==> src/rtl/bba_pkg.sv <==
// shared types and constants of the bitmap block allocator
package bba_pkg;

    localparam int WORD_BITS      = 64;
    localparam int BIT_W          = $clog2(WORD_BITS);
    localparam int NUM_BLOCKS_DEF = 4096;
    localparam int IDX_W          = 12;
    localparam int CNT_W          = 13;

    typedef enum logic
    {
        CMD_ALLOC = 1'b0,
        CMD_FREE  = 1'b1
    } cmd_t;

    typedef enum logic [1:0]
    {
        STATUS_OK        = 2'd0,
        STATUS_FULL      = 2'd1,
        STATUS_NOT_ALLOC = 2'd2
    } status_t;

    typedef struct packed
    {
        logic wr;
        logic full;
    } summ_upd_t;

endpackage

==> src/rtl/bba_summary.sv <==
// full-word summary flags and lowest non-full word search
module bba_summary #(
    parameter int NUM_WORDS = 64,
    parameter int WIDX_W    = 6
) (
    input  logic                 clk,
    input  logic                 rst_n,
    input  bba_pkg::summ_upd_t   upd,
    input  logic [WIDX_W-1:0]    upd_addr,
    output logic [WIDX_W-1:0]    free_word,
    output logic                 all_full
);
    import bba_pkg::*;

    logic [NUM_WORDS-1:0] full_reg;

    always_ff @(posedge clk or negedge rst_n)
    begin
        if (!rst_n)
        begin
            full_reg <= '0;
        end
        else if (upd.wr)
        begin
            full_reg[upd_addr] <= upd.full;
        end
    end

    always_comb
    begin
        free_word = '0;
        for (int i = NUM_WORDS - 1; i >= 0; i--)
        begin
            if (!full_reg[i])
            begin
                free_word = WIDX_W'(i);
            end
        end
    end

    assign all_full = &full_reg;

endmodule

==> config.mk <==
export PLATFORM = sky130hd
export DESIGN_NAME = bba_summary
export DESIGN_NICKNAME = d
export VERILOG_FILES = /design/src/rtl/bba_pkg.sv /design/src/rtl/bba_summary.sv
export SDC_FILE = /design/constraint.sdc
export NUM_CORES = 1
export LEC_CHECK = 0
export ABC_AREA = 0
export BUFFER_PORTS_ARGS = -buffer_cell sky130_fd_sc_hd__buf_2
export CAP_MARGIN = 20
export CORE_MARGIN = 3
export CORE_UTILIZATION = 50
export CTS_CLUSTER_DIAMETER = 200
export CTS_CLUSTER_SIZE = 16
export DETAILED_ROUTE_END_ITERATION = 7
export PLACE_DENSITY = 0.78
export SYNTH_ARGS = -nofsm -noshare
export SYNTH_HDL_FRONTEND = slang
export SYNTH_SLANG_ARGS = --single-unit
==> constraint.sdc <==
create_clock -name clk -period 1.91 [get_ports clk]
set_input_delay 0.382 -clock clk [delete_from_list [all_inputs] [get_ports clk]]
set_output_delay 0.382 -clock clk [all_outputs]
set_load 0.01 [all_outputs]
# == Word-level counts from Yosys, hierarchy flattened ==
# Index checks and enable logic that the tools add are counted.
# totals
inputBits,10
ff_bits,64
wordCells,72
out_inout_bits,7
# op_classes
n_lt_le_gt_ge,2
n_reduce_logical,2
n_mux,67
# op_table
cell,count
$mux 6,64
$bwmux 64,1
$reduce_and 64->1,1
$lt 6x7->1 const B,1
$demux 1 s6,1
$ge 6x1->1 const B,1
$logic_and 1x1->1,1
$mux 1,1

# == Logic depth before layout (Yosys ltp) ==
# Gate-level depths: netlist (run 1).
# logic_depth
ltp_word,64
mapped_depth,7
depth_no_buf,5

# == Worst setup path before layout (run 1) ==
# Ideal clock, no wire load.
# synth_timing
path_type,reg-to-output
startpoint,reg full_reg[61]
endpoint,out free_word[2]
path_stages_with_launch,6
arrival_time_ns,1.300
slack_ns,0.228
path_buffers,0
t_required_ns,1.528
cell_sequence,dfrtp_1 > nand4_1 > or3b_1 > a31oi_1 > o211ai_1 > a21oi_1
# synth_between
elab_chain_len,62
# synth_lines
element,line_no,text
from (decl),bba_summary.sv:15,logic [NUM_WORDS-1:0] full_reg;
"from (signal, indexed assignment)",bba_summary.sv:25,full_reg[upd_addr] <= upd.full;
$mux 6 (62 in series),bba_summary.sv:34,if (!full_reg[i])
to (decl),bba_summary.sv:10,"output logic [WIDX_W-1:0] free_word,"
# Every way passes these cells.

# == Final worst setup path (run 1) ==
# Ends and elaborated chain as after synthesis.

==> results of run 1 <==
==> worst max path at each step <==
stage | start | end
after floorplan | full_reg[61] | free_word[2]
after CTS | full_reg[63] | free_word[2]
after global placement | full_reg[5] | free_word[0]
final | full_reg[61] | free_word[2]
after detailed placement | full_reg[61] | free_word[2]
after global routing | full_reg[61] | free_word[2]
==> through the flow <==
step                      instances  total power, W  utilization  area, sq um  setup WS [ns]
after floorplan                 392         0.00200            -         3650          0.228
after global placement          513         0.00219        0.574         3990         0.0436
after detailed placement        513         0.00223        0.574         3990        -0.0140
after CTS                       533         0.00394        0.628         4360         -0.381
after global routing            540         0.00411        0.646         4490         -0.516
final                           540         0.00397        0.646         4490         -0.416
==> placed cells by master (no fill, tap or decap), drive strengths merged, types with 3 or more instances in the layout <==
master | netlist | final
nand2 | 65 | 65
dfrtp | 64 | 64
mux2 | 58 | 58
buf | 7 | 50
nor2 | 41 | 41
nand3 | 17 | 17
o21ai | 17 | 17
nand4 | 13 | 13
inv | 12 | 12
a21oi | 10 | 10
clkbuf | 7 | 9
nor3 | 9 | 9
and3 | 8 | 8
nor2b | 8 | 8
and4 | 7 | 7
nand2b | 7 | 7
bufinv | 0 | 5
and2 | 5 | 5
a31oi | 4 | 4
o211ai | 3 | 3
o2111ai | 3 | 3
==> power by group <==
group          total [W]  internal (W)  switching [W]
sequential       0.00176       0.00154       0.000214
clock            0.00168       0.00114       0.000549
combinational   0.000523      0.000260       0.000262
==> worst max-delay path, stage by stage (launching register included) <==
cell                       delay (ns)
sky130_fd_sc_hd__dfrtp_1         0.42
sky130_fd_sc_hd__nand4_1         0.19
sky130_fd_sc_hd__or3b_1          0.37
sky130_fd_sc_hd__a31oi_1         0.16
sky130_fd_sc_hd__o211ai_1        0.13
sky130_fd_sc_hd__a21oi_1         0.19
sky130_fd_sc_hd__buf_2           0.16
==> what timing repair did <==
action                                  4_1_cts  5_1_grt
buffers inserted                              4        7
endpoints found under the setup margin        7        7
pin swaps                                     9       18
resized for setup                            14       21
==> metal layers <==
| layer | wire [microns] | global-route usage |
|---|---|---|
| met5 | 0 | 0 |
| met4 | 312 | 0.103 |
| met3 | 728 | 0.0323 |
| met2 | 4990 | 0.402 |
| met1 | 4110 | 0.321 |
==> layout make-up <==
type / instances / area (sq um)
Sequential cell: 64 / 1600
Fill cell: 505 / 2450
Tap cell: 96 / 120
Timing Repair Buffer: 50 / 368
Clock inverter: 7 / 168
Multi-Input combinational cell: 302 / 2060
Inverter: 12 / 45.0
Clock buffer: 9 / 124
==> cell families (layout without fill, tap and decap cells) <==
kind of cell,count (synthesis),in the layout
mux,58,58
simple gates,190,190
compound gates,54,54
buf+inv,26,78
flops,64,64
==> impl_metrics.py, run 1 <==
metrics = {
    "place": {
        "place.detailed.hpwl_microns": 6570,
        "gp_congestion": 0.909,
        "port_buffers": 16,
    },
    "pwr": {
        "leakage_power_nw": 1.92,
        "power_density_nw_per_um2": 883,
        "peakVddDrop_mv": 0.462,
    },
    "clocking": {
        "holdBufCountCts": 0,
        "cts-buffers-inserted": 9,
        "clk_transition_reported_paths_ns": 0.08,
        "clkLatencyLatePin_ns": 0.33,
        "cts.sinks": 64,
        "cts.htree.levels": 3,
        "clk_path_buf_depth": 2,
        "root_buffer": "sky130_fd_sc_hd__clkbuf_8",
        "cts_tree": "built",
    },
    "logic_synthesis": {
        "yosys_register_bits": 64,
        "postSynthCellCount": 392,
        "synth.area.mux_share": 0.179,
        "synth_simple_gate_area_share": 0.259,
        "synth_top_area_cell": "sky130_fd_sc_hd__dfrtp_1",
        "synth.cell_area_sq_um": 3650,
        "yosys_warnings": 0,
        "most_frequent_cells_after_synthesis": "sky130_fd_sc_hd__nand2_1 (65), sky130_fd_sc_hd__dfrtp_1 (64), sky130_fd_sc_hd__mux2_2 (53)",
        "synth_compound_gate_area_share": 0.0942,
        "netlist_top_cells_area": "sky130_fd_sc_hd__dfrtp_1 (44%), sky130_fd_sc_hd__mux2_2 (16%), sky130_fd_sc_hd__nand2_1 (6.7%)",
        "yosysUniqueCellTypes": 43,
        "most_common_cell_in_the_synthesized_netlist": "sky130_fd_sc_hd__nand2_1",
        "syn-num-nets": 402,
        "adder_and_majority_cell_fraction_of_the_synthesized_area": 0,
        "main_combinational_cell_family_by_area_after_synthesis": "simple AND/OR/NAND/NOR gates",
        "yosys.area_share.xor_xnor": 0,
        "postSynth.asyncResetShare": 1.00,
        "synth-main-ff-cell": "sky130_fd_sc_hd__dfrtp_1",
        "synthesized_area_per_cell_sq_um": 9.32,
        "synth_edf_count": 0,
        "post-synth-top-area-fraction": 0.439,
        "sequential_element_share_of_the_synthesized_area": 0.439,
    },
    "timing": {
        "hold_slack_ns": 0.0379,
        "setup_ws_ns": -0.416,
        "setup_total_negative_slack_ns": -2.21,
        "worst-slew-pin-transition_ns": 0.485,
        "finalWorstPathRequiredPeriod_ns": 2.33,
        "maxSlewHeadroom": 0.676,
        "clock-skew-final_ns": 0,
        "max_transition_viols_final": 0,
        "fin_crit_sh": 1.22,
        "fmax_mhz": 430,
        "rsz0062_at_grt": "true",
        "setup_viol": 7,
        "hold_viol_final": 0,
    },
    "detailed_routing": {
        "drt-pass1-iter-count": 5,
        "totalWireLength_microns": 10100,
        "num_vias": 3329,
        "ant_nets": 0,
        "via_to_cell_ratio": 6.16,
        "routed_wire_length_per_instance_microns": 18.8,
        "dr.first_iter.drc_count": 278,
        "detail_route.drc_violations": 0,
    },
    "setup_path": {
        "critical_path_required_ns": 1.53,
        "regToRegEndpoint": "full_reg[61]",
        "arrival_ns": 1.94,
        "critPathKind": "flip-flop to output port",
        "crit-reg2reg-launch": "full_reg[61]",
        "critical_path.max_fanout": 2,
        "critPathCaptureType": "output port",
        "worst_case_register_to_register_setup_slack_ns": 0.97,
        "r2r_depth": 2,
        "critPathLaunchType": "flip-flop",
    },
    "flow_run": {
        "max_cap_viol_count": 0,
    },
    "layout": {
        "flow.area_growth_from_synthesis_pct": 22.9,
        "diodes": 0,
        "layout-drive-gt1-share": 0.347,
        "flip_flop_count_of_the_largest_register_after_layout": 64,
        "finalNetCount": 449,
    },
    "grt": {
        "maximum_number_of_pins_on_one_net_before_global_route_repair": 65,
        "grt_pass1_wl_microns": 15800,
        "grt_antenna_before_repair": 0,
        "groute.usage.overall": 0.244,
        "grt_overflow": 0,
        "grt_pass1_vias": 3117,
    },
    "floorplan": {
        "core_sq_um": 6940,
        "fp.dieW_microns": 91.5,
        "num_rows": 30,
        "start_util": 0.526,
        "ioPinCount": 17,
        "floorplan.die_area_sq_um": 8370,
        "die_height_microns": 91.5,
    },
    "run_status": {
        "failed_checks": "negative setup slack",
        "result_of_the_run": "finished, violations left",
    },
    "hold_path": {
        "worst_hold_path_type": "primary input to async pin",
    },
}
Power figures use the tool's default switching activity.
==> run 2: changes to the inputs <==
==> constraint.sdc (replaced) <==
create_clock -name clk -period 1.91 [get_ports clk]
set_input_delay 0.382 -clock clk [delete_from_list [all_inputs] [get_ports clk]]
set_output_delay 0.382 -clock clk [all_outputs]
set_load 0.1 [all_outputs]
==> impl_metrics.py, run 2 (same netlist as run 1, synthesis figures left out) <==
metrics = {
    "run_status": {
        "result_of_the_run": "finished, violations left",
        "failed_checks": "negative setup slack",
    },
    "pwr": {
        "p_sw_frac": 0.296,
        "p_int_w": 0.00255,
        "share_clk_of_total_power": 0.337,
        "power.total_w": 0.00362,
        "peakVddDrop_mv": 0.367,
        "power_density_nw_per_um2": 766,
        "leakage_power_nw": 2.02,
        "total_switching_power_w": 0.00107,
        "p_comb_frac": 0.189,
        "sequential_share_of_power": 0.474,
    },
    "timing": {
        "rsz0062_at_grt": "true",
        "setup_ws_ns": -0.481,
        "finalWorstPathRequiredPeriod_ns": 2.39,
        "fin_crit_sh": 1.25,
        "fmax_mhz": 418,
        "clock-skew-final_ns": 0,
        "hold_viol_final": 0,
        "max_transition_viols_final": 0,
        "worst-slew-pin-transition_ns": 0.491,
        "hold_slack_ns": 0.0352,
        "setup_total_negative_slack_ns": -2.81,
        "maxSlewHeadroom": 0.672,
        "setup_viol": 7,
    },
    "grt": {
        "grt_overflow": 0,
        "grt_pass1_vias": 3446,
        "grt_antenna_before_repair": 0,
        "globalRoute.busiestLayer": "met2",
        "groute.usage.overall": 0.264,
        "global_route.usage.met2": 0.412,
        "maximum_number_of_pins_on_one_net_before_global_route_repair": 65,
        "use_met1": 0.358,
        "grt_util_met3": 0.0464,
        "grt_pass1_wl_microns": 17200,
    },
    "clocking": {
        "clk_path_buf_depth": 2,
        "clkLatencyLatePin_ns": 0.34,
        "root_buffer": "sky130_fd_sc_hd__clkbuf_8",
        "cts_tree": "built",
        "clk_transition_reported_paths_ns": 0.08,
        "holdBufCountCts": 0,
        "cts.sinks": 64,
        "cts-buffers-inserted": 9,
        "cts.htree.levels": 3,
    },
    "floorplan": {
        "num_rows": 30,
        "die_height_microns": 91.5,
        "ioPinCount": 17,
        "floorplan.die_area_sq_um": 8370,
        "start_util": 0.526,
        "core_sq_um": 6940,
        "fp.dieW_microns": 91.5,
    },
    "layout": {
        "finalNetCount": 466,
        "final_cell_area_sq_um": 4730,
        "flip_flop_count_of_the_largest_register_after_layout": 64,
        "flow.area_growth_from_synthesis_pct": 29.4,
        "layout-drive-gt1-share": 0.390,
        "mostFrequentLayoutCells": "sky130_fd_sc_hd__dfrtp_1 (62), sky130_fd_sc_hd__nand2_1 (61), sky130_fd_sc_hd__mux2_2 (53), sky130_fd_sc_hd__buf_4 (48), sky130_fd_sc_hd__nor2_1 (36)",
        "diodes": 0,
        "layout.cells.most_common": "sky130_fd_sc_hd__dfrtp_1",
    },
    "detailed_routing": {
        "ant_nets": 0,
        "num_vias": 3397,
        "detail_route.drc_violations": 0,
        "totalWireLength_microns": 10600,
        "dr.first_iter.drc_count": 285,
        "drt-pass1-iter-count": 5,
        "routed_wire_length_per_instance_microns": 19.0,
        "via_to_cell_ratio": 6.10,
    },
    "setup_path": {
        "critPathCaptureType": "output port",
        "critical_path.max_fanout": 5,
        "critPathLaunchType": "flip-flop",
        "critPathKind": "flip-flop to output port",
        "arrival_ns": 2.01,
        "critical_path_required_ns": 1.53,
    },
    "hold_path": {
        "worst_hold_path_type": "primary input to async pin",
    },
    "place": {
        "post_dp_cell_area_sq_um": 4390,
        "place.detailed.hpwl_microns": 7010,
        "port_buffers": 16,
        "gp_congestion": 0.877,
    },
    "flow_run": {
        "max_cap_viol_count": 0,
    },
}
## run 2: repair_timing
item                                    CTS  global route
pin swaps                                13             6
setup buffers                             2             1
endpoints found under the setup margin    7             7
resized for setup                        14            14
## run 2: layout make-up
type                    instances  area [sq um]
well taps                      96           120
repair buffers                 67           597
inverters                      12          45.0
clock buffers                  11           151
multi-input cells             302          2150
clock inverters                 5          55.1
fillers                       495          2220
flip-flops and latches         64          1600
## run 2: path summary, 6_finish.rpt
check | startpoint | endpoint | slack [ns] | depth (start not counted)
worst max-delay path | full_reg[40] | free_word[0] | -0.48 | 6
worst min-delay path | rst_n | full_reg[42] | 0.04 | 2
worst max register to register | full_reg[20] | full_reg[20] | 0.94 | 2
worst min register to register | full_reg[62] | full_reg[62] | 0.55 | 1
max in group asynchronous | rst_n | full_reg[13] | 1.57 | 2
min in group clk | upd_addr[1] | full_reg[55] | 0.47 | 3
## run 2: through the flow
step	worst slack [ns]	utilization	std cells
global placement	-0.0822	0.633	538
floorplan	-0.840	-	392
global route	-0.537	0.681	557
detailed placement	-0.144	0.633	538
CTS	-0.437	0.671	556
finish	-0.481	0.681	557
## run 2: layer usage
layer	share of wire	vias up
met5	0	-
met4	0.038	0
met3	0.075	47
met2	0.48	177
met1	0.41	1641
li1	-	1532
## run 2: power by group through the flow
stage	combinational [W]	sequential, W	clock (W)
final	0.000684	0.00172	0.00122
after global routing	0.000740	0.00175	0.00129
after CTS	0.000666	0.00171	0.00123
after detailed placement	0.000648	0.00173	0
after global placement	0.000626	0.00172	0
after floorplan	0.000328	0.00171	0
## run 2: critical path: stages (launching register included)
cell and delay (ns):
sky130_fd_sc_hd__dfrtp_1 0.42, sky130_fd_sc_hd__nor2b_1 0.15, sky130_fd_sc_hd__o21ai_1 0.24, sky130_fd_sc_hd__nand4_1 0.15, sky130_fd_sc_hd__o22ai_1 0.27, sky130_fd_sc_hd__o211ai_1 0.20
sky130_fd_sc_hd__buf_12 0.23
